$ cat src/sv/iounms_ram.sv
module iounms_ram
    #(
    parameter int WIDTH = 8,
    parameter int DEPTH = 64,
    localparam int AW = (DEPTH > 1) ? $clog2(DEPTH) : 1
    )(
    input  logic             i_clk,
    input  logic             i_we,
    input  logic [AW-1:0]    i_waddr,
    input  logic [WIDTH-1:0] i_wdata,
    input  logic [AW-1:0]    i_raddr,
    output logic [WIDTH-1:0] o_rdata
);

    logic [WIDTH-1:0] r_mem [DEPTH];
    logic [WIDTH-1:0] r_rdata;

    always_ff @(posedge i_clk) begin
        if (i_we) begin
            r_mem[i_waddr] <= i_wdata;
        end
        r_rdata <= r_mem[i_raddr];
    end

    assign o_rdata = r_rdata;

endmodule

$ cat config.mk
export PLATFORM = sky130hd
export DESIGN_NAME = iounms_ram
export DESIGN_NICKNAME = d
export VERILOG_FILES = /design/src/sv/iounms_ram.sv
export SDC_FILE = /design/constraint.sdc
export NUM_CORES = 1
export LEC_CHECK = 0
export BUFFER_PORTS_ARGS = -buffer_cell sky130_fd_sc_hd__buf_2
export CORE_ASPECT_RATIO = 1.4
export CORE_MARGIN = 2
export CORE_UTILIZATION = 36
export DETAILED_ROUTE_END_ITERATION = 12
export GPL_ROUTABILITY_DRIVEN = 0
export RECOVER_POWER = 25
export SLEW_MARGIN = 40
export SYNTH_ARGS = -nofsm -noshare
export SYNTH_HDL_FRONTEND = slang
export SYNTH_SLANG_ARGS = --single-unit
$ cat constraint.sdc
create_clock -name i_clk -period 2.5 [get_ports i_clk]
set_input_delay 0.5 -clock i_clk [delete_from_list [all_inputs] [get_ports i_clk]]
set_output_delay 0.5 -clock i_clk [all_outputs]
set_load 0.05 [all_outputs]
After elaboration in Yosys (flattened, before gate mapping):

Memory sizes are Yosys's and may differ from the RTL's. A register that Yosys moved wholly into a read port is not among the register bits.
Cells that the tools add are included.

* add/subtract/negate cells: 0
* $mul: 0
* div/mod/pow operators: 0
* $lt $le $gt $ge: 0
* eq/ne operators: 0
* shift operators: 0
* mux-type cells: 2
* bitwise logic cells: 0
* reductions and logical operators: 0

Operators by type and width (number)
* 1-bit 2-to-1 mux: 2

* register bits after elaboration: 0
* latch bits: 0
* memory bits (writable): 512
* bits in read-only memories: 0
* output and inout port bits: 8
* logic and storage cells: 3
* memories: 1

Memory list
* r_mem: depth 64, bits a word 8, rd ports 1, clocked after Yosys merged registers in 1, write ports 1, line 15 `logic [WIDTH-1:0] r_mem [DEPTH];`

Depth between registers and ports, before layout:

* depth after elaboration: 2
* depth in mapped cells: 9
* depth with buffers taken out: 5

Worst setup path before layout:

Ideal clock, no wire load.

* kind: input-to-reg
* start point: in i_raddr[1]
* end point: reg r_rdata[3] (netlist: o_rdata[3]) (read register of r_mem)
* arrival time: 2.040 ns
* required time: 2.372 ns
* slack: 0.332 ns
* stages on the path: 7
* cell sequence: buf_4 buf_2 buf_2 mux4_2 mux4_2 o21ai_1 o41ai_1

RTL lines
* from (decl): line 11 `input logic [AW-1:0] i_raddr,`
* to (decl): line 16 `logic [WIDTH-1:0] r_rdata;`

==> results.txt <==
Post-DRT Antenna Nets: 0
RSZ-0062 raised after global routing: false
Final setup margin: 326.1 ps
Rows: 102
Leakage: 7.534 nW
DR DRC count: 0
Mean routed wirelength per cell: 25.02 um
Max IR drop VDD: 430.0 uV
Root Driver: clkbuf_16
Status: finished, violations left
Synth Cell Area: 20170 um2
Slew HR: -20.12%
Resize count post-CTS: 0
RR Startpoint: r_mem[21][4]$_DFFE_PP_
Reg-to-reg endpoint: o_rdata[4]$_DFF_P_
Worst EP arrival: 2600 ps
Fraction of layout cells with a size suffix above 1: 32.63%
CP startpoint: r_mem[21][4]$_DFFE_PP_
Setup CP Type: flip-flop to flip-flop
TritonCTS clock tree: built
CP max stage delay: 490 ps
DRT Pass-1 Iters: 5
Delay-heaviest family, CP: multiplexers
Violated checks: max-capacitance violations, max-slew violations
Clock latency on the worst-skew pair: 570 ps
WP data required: 2930 ps
Port buffer count: 29
Global-route wire length before repair: 68790 um
Largest net degree at the start of global routing: 65
CP max-delay cell: mux4_2
R2R setup slack: 330 ps
Worst-Margin Slew: 1802 ps
Vias in the first global route: 10290
Diode count: 0
Synthesized Nets: 962
Synth cell types: 40
Worst-path cell chain: mux4_2 -> mux2_2 -> o221a_2 -> nor3_1 -> o32ai_1
Fin. Hold Viols: 0
Avg Cell Area, Syn: 21.45 um2
DP Worst Slack: -159.1 ps
Via density: 5.269
Die height: 284.0 um
Worst hold path type: input pin to flip-flop
GR Overflow Total: 0
Effective utilization at floorplan: 36.41%
Chip Width: 204.0 um
Syn Inst Count: 940
Gr usage total: 16.31%
Clock skew: 22.28 ps
Setup Viol. Count Final: 0
Initial antenna violation count: 1
DP HPWL: 31260 um
Critical path endpoint: o_rdata[4]$_DFF_P_
CTS Hold Buffers Added: 0
Max Cap Viol: 4
# Post-CTS Setup Buffers: 0
Final #Nets: 1123
Yosys warning count: 0
CTS clk-pin slew, worst paths: 70 ps
Worst hold stages: 3
Fmax: 0.4600 GHz
CTS Sinks: 520
# IOs: 30
Pwr/cell area: 754.7 nW/um2
Die footprint: 57960 um2
Critical Path Stages: 5
Synth Register Bits: 520
Clk buf depth: 3
Crit Path Max Fanout: 1
WL final: 46660 um
Fillers: 4820
Detailed-route via count: 9827
Element type at the critical path end: flip-flop
Sequential-to-total area share from yosys stat: 77.03%
# H-tree levels: 2
CP Launch Type: flip-flop
WHS: 359.4 ps
Final Max Slew Viols: 129
Placeable Area: 55390 um2
Layout area overhead: 17.00%
Final period util: 86.95%
Period minus WS final: 2174 ps
CP bufs+invs: 0
CTS Buf Count: 45
Worst Reg-to-Reg Cells: 5
Initial DRC Count: 784
==> tightest hold or removal path, cell delays in order <==
cell and delay [ps]:
buf_2 170, nand3_1 120, o32ai_1 70
==> through the flow <==
step | setup TNS (ps) | cell area [um2] | std cells | total power [mW] | utilization [%]
detailed placement | -189.3 | 22100 | 1782 | 10.92 | 39.91
global route | 0 | 23600 | 1865 | 18.31 | 42.60
finish | 0 | 23600 | 1865 | 17.81 | 42.60
floorplan | 0 | 20170 | 940 | 10.42 | -
global placement | -209.7 | 22100 | 1782 | 10.90 | 39.91
CTS | 0 | 23630 | 1865 | 17.98 | 42.65
==> worst min path at each step <==
stage	endpoint	startpoint	slack, ps
3_5_place_dp	o_rdata[0]$_DFF_P_	r_mem[22][0]$_DFFE_PP_	830
5_1_grt	o_rdata[4]$_DFF_P_	i_raddr[5]	360
6_report	o_rdata[4]$_DFF_P_	i_raddr[5]	360
2_1_floorplan	r_mem[0][0]$_DFFE_PP_	i_wdata[0]	600
3_3_place_gp	o_rdata[0]$_DFF_P_	r_mem[23][0]$_DFFE_PP_	810
4_1_cts	o_rdata[4]$_DFF_P_	i_raddr[5]	340
==> synth_stat cells, drive strengths merged <==
cell type,instances,share of area [%]
a2111oi,2,0.087
o2bb2ai,3,0.13
nand2b,7,0.22
nand3,13,0.32
clkbuf,17,0.32
o32ai,2,0.087
o311ai,1,0.043
nor2,83,1.5
edfxtp,512,76
mux2i,23,1.1
o2111ai,3,0.13
a211oi,4,0.15
nor4,2,0.062
o21a,2,0.074
o22ai,8,0.25
a22oi,3,0.11
nand4b,1,0.043
a221oi,6,0.26
nand3b,3,0.11
mux4,126,14
a31oi,1,0.031
buf,34,1.3
o221a,2,0.11
nand4,2,0.062
o41ai,2,0.087
nand2,19,0.35
o221ai,8,0.35
nor3,7,0.17
mux2,13,0.73
or3,1,0.031
dfxtp,8,0.79
nor2b,14,0.43
and2,1,0.031
a21oi,3,0.074
o21ai,4,0.099
==> registers in the layout, indices dropped and copies added (netlist names) <==
signal / count
o_rdata: 8
r_mem: 512
==> logic make-up (layout without fill, tap and decap cells) <==
kind of cell	after synthesis	count (layout)	synth area share [%]
AOI/OAI and AO/OA	54	54	2.072
and+or+nand+nor	153	153	3.387
DFF	520	520	77.03
muxes	162	162	15.94
buffers and inverters	51	248	1.570
==> power by group <==
| group | leakage [nW] | internal, mW | switching, mW | total, mW |
|---|---|---|---|---|
| Clock | 0.731 | 4.04 | 3.06 | 7.09 |
| Sequential | 4.67 | 9.65 | 0.0315 | 9.68 |
| Combinational | 2.13 | 0.405 | 0.627 | 1.03 |
==> placed cells by master, fill, tap and decap left out, types with 6 or more instances in the layout <==
master,n
buf_4,122
nor3_1,7
clkinv_2,6
clkbuf_8,7
edfxtp_1,512
buf_2,22
buf_12,12
clkbuf_1,13
nand3_1,13
clkbuf_16,45
a221oi_1,6
o22ai_1,8
mux4_2,126
nand2b_1,7
nand2_1,19
mux2_2,13
nor2b_1,14
mux2i_1,23
dfxtp_1,8
nor2_1,83
o221ai_1,8
==> metal layers <==
layer  vias up  routed length, um  track usage (%)  share of wire, %
met5         -                 12                0             0.026
li1       4239                  -                -                 -
met3        88               1649            2.193               3.5
met4         2               1819            6.667               3.9
met1      5254              18440            19.70                40
met2       244              24730            29.21                53
==> layout make-up <==
cell class / count / area (um2) / share of cell area (%)
Multi-Input combinational cell: 369 / 4315 / 18.29
Timing Repair Buffer: 165 / 1313 / 5.563
Tap cell: 728 / 910.9 / 3.860
Clock inverter: 25 / 286.5 / 1.214
Clock buffer: 58 / 1235 / 5.234
Sequential cell: 520 / 15530 / 65.84
No activity file was read; power rests on OpenSTA's default activity.
