==> config.mk <==
export PLATFORM = sky130hd
export DESIGN_NAME = iounms_front
export DESIGN_NICKNAME = d
export VERILOG_FILES = /design/src/sv/iounms_pkg.sv /design/src/sv/iounms_front.sv
export SDC_FILE = /design/constraint.sdc
export NUM_CORES = 1
export LEC_CHECK = 0
export BUFFER_PORTS_ARGS = -buffer_cell sky130_fd_sc_hd__buf_2
export CAP_MARGIN = 0
export CELL_PAD_IN_SITES_DETAIL_PLACEMENT = 1
export CELL_PAD_IN_SITES_GLOBAL_PLACEMENT = 1
export CORE_MARGIN = 1
export CORE_UTILIZATION = 36
export DETAILED_ROUTE_END_ITERATION = 7
export HOLD_SLACK_MARGIN = 0.12
export PLACE_DENSITY = 0.76
export SLEW_MARGIN = 20
export SYNTH_ARGS = -nofsm -noshare
export SYNTH_HDL_FRONTEND = slang
export SYNTH_SLANG_ARGS = --single-unit
export TNS_END_PERCENT = 5
==> constraint.sdc <==
create_clock -name i_clk -period 1.75 [get_ports i_clk]
set_input_delay 0.35 -clock i_clk [delete_from_list [all_inputs] [get_ports i_clk]]
set_output_delay 0.35 -clock i_clk [all_outputs]
set_load 0.03 [all_outputs]
==> src/sv/iounms_pkg.sv <==
package iounms_pkg;

    localparam int MAX_BOXES_DEF = 64;
    localparam int IDX_W = 6;
    localparam int CNT_W = 7;
    localparam logic [15:0] THR_RESET = 16'd29491;

    typedef struct packed {
        logic signed [15:0] left;
        logic signed [15:0] top;
        logic [14:0]        width;
        logic [14:0]        height;
        logic [15:0]        score;
    } t_box;

    typedef struct packed {
        logic             valid;
        logic [CNT_W-1:0] count;
        logic             overflow;
    } t_job;

    typedef struct packed {
        logic take;
        logic done;
    } t_back_status;

    typedef struct packed {
        logic [IDX_W-1:0] index;
        logic             last;
        logic             overflow;
    } t_result;

endpackage

==> src/sv/iounms_front.sv <==
module iounms_front
    import iounms_pkg::*;
    #(
    parameter int MAX_BOXES = MAX_BOXES_DEF,
    localparam int AW = (MAX_BOXES > 1) ? $clog2(MAX_BOXES) : 1
    )(
    input  logic         i_clk,
    input  logic         i_rst_n,
    input  logic         push,
    output logic         full,
    input  logic         i_last_box,
    output logic         o_we,
    output logic [AW-1:0] o_waddr,
    output t_job         o_job,
    input  t_back_status i_status
);

    logic [CNT_W-1:0] r_count;
    logic             r_ovf;
    logic             r_busy;
    t_job             r_job;
    logic             accept;
    logic             stored;

    assign accept  = push && !r_busy;
    assign stored  = r_count < CNT_W'(MAX_BOXES);
    assign o_we    = accept && stored;
    assign o_waddr = r_count[AW-1:0];
    assign full    = r_busy;
    assign o_job   = r_job;

    always_ff @(posedge i_clk) begin
        if (!i_rst_n) begin
            r_count <= '0;
            r_ovf   <= 1'b0;
            r_busy  <= 1'b0;
            r_job   <= '0;
        end else begin
            if (i_status.take) begin
                r_job.valid <= 1'b0;
            end
            if (i_status.done) begin
                r_busy <= 1'b0;
            end
            if (accept) begin
                if (i_last_box) begin
                    r_job.valid    <= 1'b1;
                    r_job.count    <= stored ? r_count + 1'b1 : r_count;
                    r_job.overflow <= r_ovf || !stored;
                    r_busy         <= 1'b1;
                    r_count        <= '0;
                    r_ovf          <= 1'b0;
                end else if (stored) begin
                    r_count <= r_count + 1'b1;
                end else begin
                    r_ovf <= 1'b1;
                end
            end
        end
    end

endmodule

* Word level (Yosys, flattened, before mapping)
Index checks and enable logic that the tools add are counted.
W data, S select, Z words.
** Operators by class
- Add/sub/neg operators :: 1
- Multiply operators :: 0
- Div/mod/pow operators :: 0
- Order comparisons :: 1
- Equality and inequality tests :: 1
- Shift-type cells :: 0
- Multiplexer cells :: 10
- Bitwise operators :: 0
- Reductions and logical operators :: 7
** Operator list (number)
- $mux W9 :: 2
- $mux W7 :: 2
- $add A7 B1 Y7 const B :: 1
- $lt A7 B7 Y1 const B :: 1
- $mux W1 :: 6
- $reduce_and A2 Y1 :: 2
- $logic_and A1 B1 Y1 :: 2
- $logic_not A1 Y1 :: 2
- $ne A2 B2 Y1 const B :: 1
- $logic_or A1 B1 Y1 :: 1
** Word-level totals
- Register bits :: 18
- Latch bits :: 0
- Bits in writable memories :: 0
- Memory bits (read-only) :: 0
- Input bits :: 6
- Output and inout bits :: 17
- Memories kept :: 0

* Depth between registers and ports, before layout
- Depth after elaboration :: 5
- Mapped depth :: 5
- Depth with buffers taken out :: 5

* Worst setup path after synthesis
No wires, ideal clock.
- Path type :: register -> output
- Start :: reg r_busy, in the netlist full
- End :: out o_we
- Data arrival time :: 1.188 ns
- Setup slack :: 0.212 ns
- Stages on the path, launching flop included :: 3
- Path buffers :: 0
- Path through :: dfxtp_1 > or2b_2 > nor2_1
** On the way
- Word-level cells in the longest chain between the ends :: 3
** RTL lines
- start: declaration :: line iounms_front.sv:20 : logic r_busy;
- start signal: assignment :: line iounms_front.sv:36 : r_busy <= 1'b0;
- start signal: assignment :: line iounms_front.sv:43 : r_busy <= 1'b0;
- start signal: assignment :: line iounms_front.sv:50 : r_busy <= 1'b1;
- $logic_not A1 Y1 :: line iounms_front.sv:25 : assign accept = push && !r_busy;
- $logic_and A1 B1 Y1 :: line iounms_front.sv:25
- $logic_and A1 B1 Y1 :: line iounms_front.sv:27 : assign o_we = accept && stored;
- end: declaration :: line iounms_front.sv:12 : output logic o_we,
No other way between the ends.

* Worst setup path after layout
Ends and elaborated chain as after synthesis.

==> flow_summary.yaml <==
route:
  detail-route-antenna-nets: 0
  dr_total_vias: 745
  vias_per_cell: 5.17
  dr.pass1.iters: 2
  drtIter0Drc: 3
  drc: 0
  detail_route.wirelength_mm: 1.89
  wl_per_cell_um: 13.1
power:
  seqPwrFrac_pct: 54.5
  power_w: 0.000802
  sw_frac_of_total_pct: 26.1
  p_per_area_nw_per_um2: 802
  leakage_nw: 0.462
  intPower_w: 0.000592
  power.share.clock_pct: 30.7
  comb_power_share_pct: 14.8
  peakVddDrop_mv: 0.481
  netSwitchingPower_w: 0.000209
grt:
  grt_pass1_vias: 687
  antenna_found_initial: 0
  grt_pass1_wl_mm: 3.26
  grt_max_degree: 20
  grt-ovfl-total: 0
  grt_usage_pct: 16.3
setup_path:
  cp_max_fo: 5
  cp_top_family: "simple AND/OR/NAND/NOR gates"
  critPathBufInv: 1
  cp.arrival_ns: 1.33
  cp.required_ns: 1.40
  r2r-end: "r_count[2]"
  r2r-start: "r_count[0]"
  endpoint_kind: "output pin"
  start_kind: "flip-flop"
  r2r_slack_ns: 0.34
  crit_chain: "or2b_2 -> nor2_1 -> buf_2"
  worstRegToRegCells: 5
  slowest_stage: "dfxtp_1"
  worst-setup-path-type: "reg -> out"
  slowest_delay_ns: 0.37
timing:
  tightest_slew_ns: 0.291
  setup-violations-final: 0
  hold_viol_final: 0
  fin_crit_sh_pct: 96.1
  tns_ns: 0
  maxSlewHeadroom_pct: 80.6
  max_freq_mhz: 595
  slew_violations: 0
  min_period_ns: 1.68
  whs_ns: 0.323
  rsz0062_at_grt: "no"
  fin_worst_skew_ns: 0.00497
clocking:
  clk_pin_slew_ns: 0.10
  tritoncts: "built"
  cts_made_buffers: 3
  htreeDepth: 1
  cts_sinks: 18
  hold_buffers: 0
  cts_setup_buffers: 0
  cts_root_buf: "clkbuf_4"
  postCtsResizedCells: 0
  clk_latency_ns: 0.28
  cts_buffer_depth: 2
floorplan:
  dieHeight_um: 51.7
  io_pins: 23
  fp.dieW_um: 51.7
  rows: 17
  initial_utilization_pct: 39.0
  fp.dieArea_um2: 2670
  core_area_um2: 2280
worst_hold_path:
  hold_end: "full"
  min_delay_path_depth: 3
  hp-class: "in -> reg"
  worstHoldStart: "i_status[0]"
finish:
  final_layout_size_suffix_gt1_share_pct: 27.6
  utilization_pct: 43.9
  multi_input_area_um2: 447
  seq_area_um2: 360
  nets: 124
  diodes: 0
  fillers: 285
  syn_to_final_growth_pct: 12.5
yosys:
  postSynth.asyncResetShare_pct: 0
  ys_ff_latch: 18
  ys.flop_type: "dfxtp_1"
  syn-num-nets: 107
  synth_top_area_share_pct: 40.6
  synth_warnings: 0
  syn_area_um2: 888
  synth_edf_count: 0
  synthDistinctLibCells: 34
  syn_inst: 100
  ys_seq_area_share_pct: 40.6
  yosys-top-cells-area: "dfxtp_1, buf_4, a21oi_1"
  syn_area_per_cell_um2: 8.88
  netlist.top_cell.by_area: "dfxtp_1"
placement:
  post-dp-hpwl_mm: 1.45
  gp_congestion: 0.796
  numPortBuffers: 22
run:
  drv_cap: 0
run_status:
  outcome: "finished, final reports clean"
==> synthesized netlist by cell type (2+ instances only) <==
cell and count:
nand2_1 7, a21boi_1 2, a21boi_0 3, a21oi_1 8, buf_2 2, xor2_1 2
nor2b_1 4, nor3_1 2, nor2_1 7, o21ai_0 8, or3_1 2, xnor2_1 3
o211a_1 2, buf_4 7, nor3b_1 2, nand4b_1 3, dfxtp_1 18, nand2b_1 2
==> power by group through the flow <==
stage                     Combinational (W)  Sequential (W)  Clock [W]
after floorplan                   0.0000607        0.000474          0
after global placement             0.000118        0.000446          0
after detailed placement           0.000120        0.000447          0
after CTS                          0.000120        0.000437   0.000260
after global routing               0.000130        0.000440   0.000287
final                              0.000118        0.000437   0.000246
==> worst max-delay path by stage <==
| stage | startpoint | end | depth (start not counted) |
|---|---|---|---|
| 2_1_floorplan | full | o_we | 2 |
| 3_3_place_gp | push | o_we | 4 |
| 3_5_place_dp | push | o_we | 4 |
| 4_1_cts | full | o_we | 3 |
| 5_1_grt | full | o_we | 3 |
| 6_report | full | o_we | 3 |
==> placed cells by master, fill, tap and decap left out, drive strengths merged, types with 2 or more instances in the layout <==
| cell type | count |
|---|---|
| a21boi | 5 |
| a21oi | 8 |
| buf | 23 |
| clkbuf | 4 |
| dfxtp | 18 |
| nand2 | 8 |
| nand2b | 2 |
| nand4b | 3 |
| nor2 | 7 |
| nor2b | 5 |
| nor3 | 2 |
| nor3b | 2 |
| o211a | 2 |
| o21ai | 8 |
| or3 | 2 |
| xnor2 | 3 |
| xor2 | 2 |
==> logic make-up after synthesis <==
group	synth area share (%)
AND/OR/NAND/NOR	24.9
AO/OA/AOI/OAI	17.9
flip-flops	40.6
buffers and inverters	9.15
XOR/XNOR	4.93
multiplexers	1.13
adder cells (fa/ha/maj)	1.41
==> flip-flops by register name, indices dropped and copies added, names as in the netlist <==
signal and cells:
r_ovf 1, o_job 9, r_count 7, full 1
==> worst register-to-register path, cell delays in order, from the launching register on <==
cell and delay, ns:
dfxtp_1 0.47, ha_1 0.24, nor2b_1 0.27, o21ai_0 0.12, a21oi_1 0.17, nor2b_1 0.05
==> metrics by stage <==
stage          std cells  worst slack (ns)  instance area [µm²]
4_1_cts              144            0.0695                 1000
6_report             144            0.0682                 1000
5_1_grt              144            0.0272                 1000
3_5_place_dp         140             0.306                  963
3_3_place_gp         140             0.317                  963
2_1_floorplan        100             0.212                  888
==> layout make-up <==
class                           count  share of cell area, %
Timing Repair Buffer               23                   11.8
Clock buffer                        4                   3.63
Multi-Input combinational cell     70                   44.7
Sequential cell                    18                   36.0
Tap cell                           28                   3.50
Inverter                            1                  0.375
==> routing by layer <==
metal / up-vias / routed length, µm / GRT usage (%)
met5: - / 0 / 0
met4: 0 / 9 / 4.05
met3: 2 / 74 / 3.80
met2: 15 / 901 / 27.7
met1: 357 / 901 / 20.7
li1: 371 / - / -
Note: power is estimated with default switching activity, not from simulation.
