### src/sv/iounms_pkg.sv
package iounms_pkg;

    localparam int MAX_BOXES_DEF = 64;
    localparam int IDX_W = 6;
    localparam int CNT_W = 7;
    localparam logic [15:0] THR_RESET = 16'd29491;

    typedef struct packed {
        logic signed [15:0] left;
        logic signed [15:0] top;
        logic [14:0]        width;
        logic [14:0]        height;
        logic [15:0]        score;
    } t_box;

    typedef struct packed {
        logic             valid;
        logic [CNT_W-1:0] count;
        logic             overflow;
    } t_job;

    typedef struct packed {
        logic take;
        logic done;
    } t_back_status;

    typedef struct packed {
        logic [IDX_W-1:0] index;
        logic             last;
        logic             overflow;
    } t_result;

endpackage

### src/sv/iounms_back.sv
module iounms_back
    import iounms_pkg::*;
    #(
    parameter int MAX_BOXES = MAX_BOXES_DEF,
    localparam int AW = (MAX_BOXES > 1) ? $clog2(MAX_BOXES) : 1
    )(
    input  logic          i_clk,
    input  logic          i_rst_n,
    input  t_job          i_job,
    output t_back_status  o_status,
    output logic [AW-1:0] o_raddr,
    input  t_box          i_rbox,
    input  logic          i_cfg_valid,
    output logic          o_cfg_ready,
    input  logic [15:0]   i_cfg_data,
    output logic          empty,
    input  logic          pop,
    output t_result       o_result
);

    localparam logic [2:0] S_IDLE = 3'd0;
    localparam logic [2:0] S_SCAN = 3'd1;
    localparam logic [2:0] S_SEL  = 3'd2;
    localparam logic [2:0] S_AREA = 3'd3;
    localparam logic [2:0] S_SUPP = 3'd4;

    logic [2:0]           r_state;
    logic [CNT_W-1:0]     r_n;
    logic                 r_ovf;
    logic [CNT_W-1:0]     r_addr;
    logic [MAX_BOXES-1:0] r_done;
    logic [15:0]          r_thr;
    logic                 r_found;
    t_box                 r_best;
    logic [IDX_W-1:0]     r_best_idx;
    t_box                 r_a;
    logic [IDX_W-1:0]     r_pend_idx;
    logic                 r_pend_v;
    logic [29:0]          r_area_a;
    logic signed [17:0]   r_ra;
    logic signed [17:0]   r_ba;

    logic                 r_v0;
    logic                 r_last0;
    logic [CNT_W-1:0]     r_idx0;
    logic                 r1_v, r2_v, r3_v, r4_v;
    logic                 r1_last, r2_last, r3_last, r4_last;
    logic [CNT_W-1:0]     r1_idx, r2_idx, r3_idx, r4_idx;
    logic [16:0]          r1_iw, r1_ih;
    logic [14:0]          r1_w, r1_h;
    logic [33:0]          r2_inter;
    logic [29:0]          r2_areab;
    logic [33:0]          r3_inter, r3_uni;
    logic [49:0]          r4_lhs, r4_rhs;
    logic                 r4_zero;

    logic [1:0]           r_qv, n_qv;
    t_result              r_qd [2];
    t_result              n_qd [2];

    logic                 issuing;
    logic                 cand;
    logic                 space;
    logic                 push_res;
    t_result              push_data;
    logic                 hit;
    logic                 do_pop;
    logic signed [17:0]   lb, tb, rb, bb, x1, x2, y1, y2, dx, dy;
    logic [16:0]          iw, ih;

    assign issuing     = (r_state == S_SCAN || r_state == S_SUPP) && (r_addr < r_n);
    assign o_raddr     = r_addr[AW-1:0];
    assign o_cfg_ready = 1'b1;
    assign space       = !r_qv[1];
    assign do_pop      = pop && r_qv[0];
    assign empty       = !r_qv[0];
    assign o_result    = r_qd[0];
    assign o_status.take = (r_state == S_IDLE) && i_job.valid;
    assign o_status.done = (r_state == S_SEL) && !r_found && space;

    assign cand = (r_state == S_SCAN) && r_v0 && !r_done[r_idx0[AW-1:0]]
                  && (!r_found || i_rbox.score > r_best.score);

    always_comb begin
        lb = 18'(i_rbox.left);
        tb = 18'(i_rbox.top);
        rb = lb + $signed({3'b000, i_rbox.width});
        bb = tb + $signed({3'b000, i_rbox.height});
        x1 = (18'(r_a.left) > lb) ? 18'(r_a.left) : lb;
        y1 = (18'(r_a.top) > tb) ? 18'(r_a.top) : tb;
        x2 = (r_ra < rb) ? r_ra : rb;
        y2 = (r_ba < bb) ? r_ba : bb;
        dx = x2 - x1;
        dy = y2 - y1;
        iw = (x2 > x1) ? dx[16:0] : '0;
        ih = (y2 > y1) ? dy[16:0] : '0;
    end

    assign hit = r4_v && !r4_zero && (r4_lhs > r4_rhs);

    always_comb begin
        push_res  = 1'b0;
        push_data.index    = r_pend_idx;
        push_data.last     = 1'b0;
        push_data.overflow = r_ovf;
        if (r_state == S_SEL && space) begin
            if (r_found) begin
                push_res = r_pend_v;
            end else begin
                push_res       = 1'b1;
                push_data.last = 1'b1;
            end
        end
        n_qv = r_qv;
        n_qd = r_qd;
        if (do_pop) begin
            n_qd[0] = r_qd[1];
            n_qv    = {1'b0, r_qv[1]};
        end
        if (push_res) begin
            if (!n_qv[0]) begin
                n_qd[0]  = push_data;
                n_qv[0]  = 1'b1;
            end else begin
                n_qd[1]  = push_data;
                n_qv[1]  = 1'b1;
            end
        end
    end

    always_ff @(posedge i_clk) begin
        r_qd     <= n_qd;
        r_last0  <= (r_addr == r_n - 1'b1);
        r_idx0   <= r_addr;
        r1_last  <= r_last0;
        r1_idx   <= r_idx0;
        r1_iw    <= iw;
        r1_ih    <= ih;
        r1_w     <= i_rbox.width;
        r1_h     <= i_rbox.height;
        r2_last  <= r1_last;
        r2_idx   <= r1_idx;
        r2_inter <= {17'b0, r1_iw} * {17'b0, r1_ih};
        r2_areab <= {15'b0, r1_w} * {15'b0, r1_h};
        r3_last  <= r2_last;
        r3_idx   <= r2_idx;
        r3_inter <= r2_inter;
        r3_uni   <= {4'b0, r_area_a} + {4'b0, r2_areab} - r2_inter;
        r4_last  <= r3_last;
        r4_idx   <= r3_idx;
        r4_lhs   <= {r3_inter[33:0], 16'b0};
        r4_rhs   <= {34'b0, r_thr} * {16'b0, r3_uni};
        r4_zero  <= (r3_uni == '0);
        if (cand) begin
            r_best     <= i_rbox;
            r_best_idx <= r_idx0[IDX_W-1:0];
        end
        if (r_state == S_AREA) begin
            r_area_a <= {15'b0, r_a.width} * {15'b0, r_a.height};
            r_ra     <= 18'(r_a.left) + $signed({3'b000, r_a.width});
            r_ba     <= 18'(r_a.top) + $signed({3'b000, r_a.height});
        end
        if (!i_rst_n) begin
            r_state  <= S_IDLE;
            r_qv     <= '0;
            r_done   <= '0;
            r_found  <= 1'b0;
            r_pend_v <= 1'b0;
            r_addr   <= '0;
            r_n      <= '0;
            r_ovf    <= 1'b0;
            r_thr    <= THR_RESET;
            r_v0     <= 1'b0;
            r1_v     <= 1'b0;
            r2_v     <= 1'b0;
            r3_v     <= 1'b0;
            r4_v     <= 1'b0;
        end else begin
            r_qv <= n_qv;
            r_v0 <= issuing;
            r1_v <= r_v0 && (r_state == S_SUPP);
            r2_v <= r1_v;
            r3_v <= r2_v;
            r4_v <= r3_v;
            if (i_cfg_valid) begin
                r_thr <= i_cfg_data;
            end
            if (issuing) begin
                r_addr <= r_addr + 1'b1;
            end
            if (cand) begin
                r_found <= 1'b1;
            end
            unique case (r_state)
                S_IDLE: begin
                    if (i_job.valid) begin
                        r_n     <= i_job.count;
                        r_ovf   <= i_job.overflow;
                        r_done  <= '0;
                        r_addr  <= '0;
                        r_found <= 1'b0;
                        r_state <= S_SCAN;
                    end
                end
                S_SCAN: begin
                    if (r_v0 && r_last0) begin
                        r_state <= S_SEL;
                    end
                end
                S_SEL: begin
                    if (r_found) begin
                        if (!r_pend_v || space) begin
                            r_pend_v   <= 1'b1;
                            r_pend_idx <= r_best_idx;
                            r_done[r_best_idx[AW-1:0]] <= 1'b1;
                            r_a        <= r_best;
                            r_state    <= S_AREA;
                        end
                    end else if (space) begin
                        r_pend_v <= 1'b0;
                        r_state  <= S_IDLE;
                    end
                end
                S_AREA: begin
                    r_addr  <= '0;
                    r_state <= S_SUPP;
                end
                S_SUPP: begin
                    if (hit) begin
                        r_done[r4_idx[AW-1:0]] <= 1'b1;
                    end
                    if (r4_v && r4_last) begin
                        r_addr  <= '0;
                        r_found <= 1'b0;
                        r_state <= S_SCAN;
                    end
                end
                default: begin
                    r_state <= S_IDLE;
                end
            endcase
        end
    end

endmodule

### config.mk
export PLATFORM = sky130hd
export DESIGN_NAME = iounms_back
export DESIGN_NICKNAME = d
export VERILOG_FILES = /design/src/sv/iounms_pkg.sv /design/src/sv/iounms_back.sv
export SDC_FILE = /design/constraint.sdc
export NUM_CORES = 2
export LEC_CHECK = 0
export BUFFER_PORTS_ARGS = -buffer_cell sky130_fd_sc_hd__buf_2
export CELL_PAD_IN_SITES_DETAIL_PLACEMENT = 1
export CELL_PAD_IN_SITES_GLOBAL_PLACEMENT = 2
export CORE_UTILIZATION = 32
export CTS_CLUSTER_DIAMETER = 40
export DETAILED_ROUTE_END_ITERATION = 10
export GPL_ROUTABILITY_DRIVEN = 1
export PLACE_DENSITY_LB_ADDON = 0.1
export SLEW_MARGIN = 15
export SYNTH_ARGS = -nofsm -noshare
export SYNTH_HDL_FRONTEND = slang
export SYNTH_SLANG_ARGS = --single-unit
### constraint.sdc
create_clock -name i_clk -period 13.25 [get_ports i_clk]
set_clock_uncertainty 0.05 [all_clocks]
set_input_delay 0 -clock i_clk [delete_from_list [all_inputs] [get_ports i_clk]]
set_output_delay 0 -clock i_clk [all_outputs]
set_load 0.01 [all_outputs]
== Word-level counts from Yosys, hierarchy flattened ==
Cells that the tools add are included.

* $add $sub $neg: 10
* Multipliers: 4
* Order comparisons: 14
* Equal/unequal tests: 15
* Muxes and demuxes: 44
* Bitwise gates (word level): 2
* Reductions and logical operators: 34

{| class="wikitable"
|+ Operators with widths
! kind !! count
|-
| 64-bit two-way mux || 4
|-
| 64-bit case mux with 3 select lines || 1
|-
| 64-bit bitwise OR || 2
|-
| 18-bit two-way mux || 4
|-
| 16-bit by 16-bit adder with 17-bit output || 4
|-
| 15-bit by 15-bit multiplier with 30-bit output || 2
|-
| 50-bit greater-than comparator || 1
|-
| 16-bit by 34-bit multiplier with 50-bit output || 1
|-
| 16-bit greater-than comparator || 3
|-
| 18-bit greater-than comparator || 2
|-
| 18-bit by 17-bit < comparator with 1-bit output || 2
|-
| 34-bit logical NOT || 1
|-
| 17-bit by 17-bit multiplier with 34-bit output || 1
|-
| 17-bit subtractor || 2
|-
| 31-bit by 34-bit subtractor with 34-bit output || 1
|-
| 30-bit by 30-bit adder with 31-bit output || 1
|-
| 8-bit two-way mux || 3
|-
| 6-bit by 7-bit < comparator with 1-bit output (second input constant) || 3
|-
| 7-bit two-way mux || 3
|-
| 7-bit case mux with 3 select lines || 1
|-
| 3-bit two-way mux || 6
|-
| 1-bit logical AND || 16
|-
| 16-bit two-way mux || 1
|-
| 3-bit case mux with 5 select lines || 1
|-
| other kinds (25) || 57
|}

* Register bits: 657
* Input bits: 107
* Output and inout port bits: 18
* Word-level logic and storage cells: 178

== Longest topological paths before layout ==
* Word-level depth: 8
* Depth in mapped cells: 34
* Mapped depth without buffers: 32

== Worst setup path after synthesis ==
No wires, ideal clock.

* Kind: reg2reg
* From: reg r_idx0[1]
* To: reg r_best[0] (netlist bit) (enable)
* Setup time: 0.577 ns
* Arrival: 6.712 ns
* Required time: 12.623 ns
* Setup slack: 5.912 ns
* Cell stages (with the launch flop): 9
* Path buffers: 2
* Period minus slack after synthesis: 7.338 ns
* Path through: dfxtp_1 -> clkbuf_1 -> clkbuf_1 -> mux4_2 -> mux4_2 -> mux4_2 -> nor4_4 -> nand2_1 -> a31oi_1

* Longest elaborated chain between the ends: 5

{| class="wikitable"
|+ Ends and longest elaborated chain
! item !! line !! source
|-
| start: declaration || iounms_back.sv:45 || <nowiki>logic [CNT_W-1:0] r_idx0;</nowiki>
|-
| start signal: assignment || iounms_back.sv:134 || <nowiki>r_idx0 <= r_addr;</nowiki>
|-
| 1-bit binary-select mux with 6-bit select || iounms_back.sv:81 || <nowiki>assign cand = (r_state == S_SCAN) && r_v0 && !r_done[r_idx0[AW-1:0]]</nowiki>
|-
| 1-bit two-way mux (implied by the code) || iounms_back.sv:81 ||
|-
| 1-bit logical NOT || iounms_back.sv:81 ||
|-
| 1-bit logical AND || iounms_back.sv:81 ||
|-
| 1-bit logical AND || iounms_back.sv:82 || <nowiki>&& (!r_found || i_rbox.score > r_best.score);</nowiki>
|-
| named net cand || iounms_back.sv:62 || <nowiki>logic cand;</nowiki>
|-
| end signal: assignment || iounms_back.sv:155 || <nowiki>r_best <= i_rbox;</nowiki>
|-
| end: declaration || iounms_back.sv:34 || <nowiki>t_box r_best;</nowiki>
|}

The timed path passes the listed nets, and every way through them passes these cells. The select of a mux whose other input is x is not followed.
A chain may end at the register's enable or synchronous reset.

== Worst setup path in the final report ==
* From: reg r3_uni[20]
* To: reg r4_rhs[34]

* Longest elaborated chain between the ends: 1

{| class="wikitable"
|+ Ends and longest elaborated chain
! item !! line !! source
|-
| start: declaration || iounms_back.sv:53 || <nowiki>logic [33:0] r3_inter, r3_uni;</nowiki>
|-
| start signal: assignment || iounms_back.sv:148 || <nowiki>r3_uni <= {4'b0, r_area_a} + {4'b0, r2_areab} - r2_inter;</nowiki>
|-
| 16-bit by 34-bit multiplier with 50-bit output || iounms_back.sv:152 || <nowiki>r4_rhs <= {34'b0, r_thr} * {16'b0, r3_uni};</nowiki>
|-
| end signal: assignment || iounms_back.sv:152 ||
|-
| end: declaration || iounms_back.sv:54 || <nowiki>logic [49:0] r4_lhs, r4_rhs;</nowiki>
|}

Every way passes these cells.

==> flow_summary_export.csv <==
group,metric,value,unit
die,core,217800,sq um
cts,max-clock-path-buffers,3,
cts,clk_latency,0.78,ns
critical_path,worstSetupPathType,"register to register",
final_layout,postLayoutCoreUtil,37.21,%
final_layout,drive_gt1_share,6.383,%
timing,worst_pin_slew,1.135,ns
cts,tritoncts,"done",
critical_path,crit_top_cell,"fa_1",
critical_path,cp_data_required_time,13.83,ns
critical_path,crit_slowest_cell,"dfxtp_1",
synthesis,postSynth.asyncResetShare,0,%
detailed_routing,vias_per_cell,4.766,
final_layout,nNetsFinal,9495,
synthesis,yosysWarnings,0,
place,portBuffers,123,
cts,cts_num_sinks,655,
detailed_routing,post_drt_wl_per_cell,21.13,um
timing,relSlewSlack,24.32,%
cts,cts_max_level,4,
detailed_routing,drt_iter0_drc,1917,
synthesis,yosys_most_used_dff,"dfxtp_1",
detailed_routing,drc,0,
critical_path,worstPathArrival,8.01,ns
critical_path,crit_path_end_kind,"register",
synthesis,yosys.cell_types.count,83,
grt,track_usage,20.83,%
timing,rsz0062_at_grt,"no",
timing,hold_violations,0,
synthesis,syn-num-nets,9209,
final_layout,n_fill_cell,24580,
timing,timing.fmax,134.6,MHz
detailed_routing,ant_nets,0,
synthesis,synthTopCellsByArea,"fa_1 30%, dfxtp_1 12%, ha_1 12%",
synthesis,syn_area_per_cell,9.515,sq um
cts,cts_inserted_buffers,132,
die,dieArea,221800,sq um
synthesis,ys_ff_latch,655,
grt,grt_pass1_vias,57930,
critical_path,max_stage_delay,0.97,ns
critical_path,crit_chain,"nand2_1, fa_1, inv_1, fa_1, inv_1, fa_1, inv_1, fa_1, fa_1, inv_1, fa_1, inv_1, ha_1, a21oi_1, o21ai_0, a21o_1, nor3_1, o211a_1, o21ai_1, nor2b_1, a311o_1, o41a_1, xor2_1",
final_layout,synthToLayoutAreaGrowth,15.18,%
timing,finalCriticalPeriod,7.432,ns
synthesis,yosys.area.top_type,"fa_1",
cts,cts_root_buf,"clkbuf_16",
place,dp_hpwl,170.9,mm
grt,grt_overflow,0,
synthesis,seq_area_frac_synth,21.82,%
status,status,"completed",
grt,grt_max_degree,93,
synthesis,yosysTopAreaCellShare,29.59,%
timing,fin_crit_sh,56.09,%
die,rows,171,
detailed_routing,vias,50720,
critical_path,crit_fanout,17,
die,io_pins,125,
detailed_routing,drt_first_pass_iters,7,
place,gp_congestion,0.8203,
cts,clk_pin_slew,0.05,ns
timing,final-setup-viol-count,0,
run,cap_violations,0,
timing,report.final.slew_viol_count,0,
grt,antenna_found_initial,4,
synthesis,netlist_area,70360,sq um
timing,setup_tns,0,ns
die,dieWidth,470.9,um
worst_hold_path,min_path_type,"input port to register",
detailed_routing,wirelength,224.9,mm
die,die_height,470.9,um
die,start_util,32.30,%
critical_path,start_kind,"register",
synthesis,synth_cells,7395,
grt,grt_pass1_wl,353.4,mm
synthesis,synth_edf_count,224,
-- worst paths after layout --
kind | cells after the start | slack (ns) | endpoint | startpoint
setup / recovery | 23 | 5.82 | r4_rhs[34]$_DFF_P_ | r3_uni[20]$_DFF_P_
hold reg to reg | 0 | 0.27 | r4_idx[0]$_DFF_P_ | r3_idx[0]$_DFF_P_
setup reg to reg | 23 | 5.82 | r4_rhs[34]$_DFF_P_ | r3_uni[20]$_DFF_P_
hold / removal | 2 | 0.07 | r_best[63]$_DFFE_PP_ | i_rbox[63]
-- Yosys cell counts, types with 60 or more instances --
cell type  number
nor2_1        178
fa_1         1040
a21oi_1       217
xor2_1         77
xnor2_1       162
nor3_1         61
dfxtp_1       431
o21ai_0       192
o22ai_1        60
a21o_1        131
mux2i_1       156
nand2_1      1026
edfxtp_1      224
ha_1          667
inv_1        1432
clkbuf_1      262
and2_1        483
-- critical path: cells and delay by family (launching register included) --
kind / cells / cell delay [ns]
buf+inv: 5 / 0.26
xor+xnor: 1 / 0.15
fa+ha+maj: 7 / 3.50
flops: 1 / 0.97
simple gates: 3 / 0.58
compound gates: 7 / 1.76
-- cells by family after synthesis --
group | share of synthesized area, %
and+or+nand+nor | 13.65
buffers and inverters | 9.405
adders and majority gates | 41.45
AOI/OAI and AO/OA | 7.721
DFF | 21.82
xor gates and xnor gates | 2.975
muxes | 2.966
other | 0.005330
-- what timing repair did --
action,CTS,global route
resized for setup,0,0
buffers inserted,0,0
endpoints found under the hold margin,206,0
hold buffers,237,0
-- metrics by stage --
| stage | std cells | hold WS [ns] | instance area [sq um] | worst slack, ns |
|---|---|---|---|---|
| after detailed placement | 10160 | 0.08965 | 74040 | 5.754 |
| after CTS | 10640 | 0.001204 | 81030 | 5.723 |
| after global placement | 10160 | 0.08136 | 74040 | 5.876 |
| final | 10640 | 0.06882 | 81040 | 5.818 |
| after floorplan | 7395 | -0.02228 | 70360 | 5.912 |
| after global routing | 10640 | 0.02067 | 81030 | 5.350 |
-- metal layers --
metal | global-route usage (%) | routed length (um)
met1 | 28.67 | 108500
met2 | 35.13 | 106700
met3 | 2.191 | 5778
met4 | 4.424 | 3999
met5 | 0 | 0
-- placed cells by master, fill, tap and decap left out, drive strengths merged, types with 17 or more instances in the layout --
cell type and instances:
xor2 77, or3 17, o21ai 195, mux2i 156
nand2 1026, a21oi 217, inv 1464, fa 1040
clkinv 36, nand2b 43, nor2 178, a31oi 20
dlygate4sd3 237, o21a 47, mux4 21, edfxtp 224
ha 667, nand3 47, a21o 131, o211ai 19
a21boi 18, clkbuf 149, and2 483, nor3 61
o21bai 36, nand4 42, nor2b 58, xnor2 162
buf 215, o22ai 60, dfxtp 431
-- final cells by class --
cell class | count | area [sq um] | area share [%]
clock buffer | 149 | 3481 | 4.295
tap | 2854 | 3571 | 4.406
multi-input combinational | 5007 | 48420 | 59.75
clock inverter | 90 | 1137 | 1.403
inverter | 1433 | 5380 | 6.639
antenna | 3 | 7.507 | 0.009264
timing repair buffer | 452 | 3681 | 4.542
sequential | 655 | 15360 | 18.95
-- state kept, by name, summed over array words and instances, names as in the netlist, 7 cells and up --
register and flops:
r4_lhs 34, r_a 62, r_ba 17, r4_rhs 50
r1_ih 17, r_addr 7, r1_w 15, r_done 64
r_qd 8, r_best 78, r1_h 15, r2_areab 30
r_ra 17, r_thr 16, r2_inter 34, r_area_a 30
r1_iw 17, r_n 7, r3_uni 34, o_result 8
r3_inter 34
Power is not shown: default switching activity piles up to over one toggle a cycle in this logic, so the estimate is an artifact.
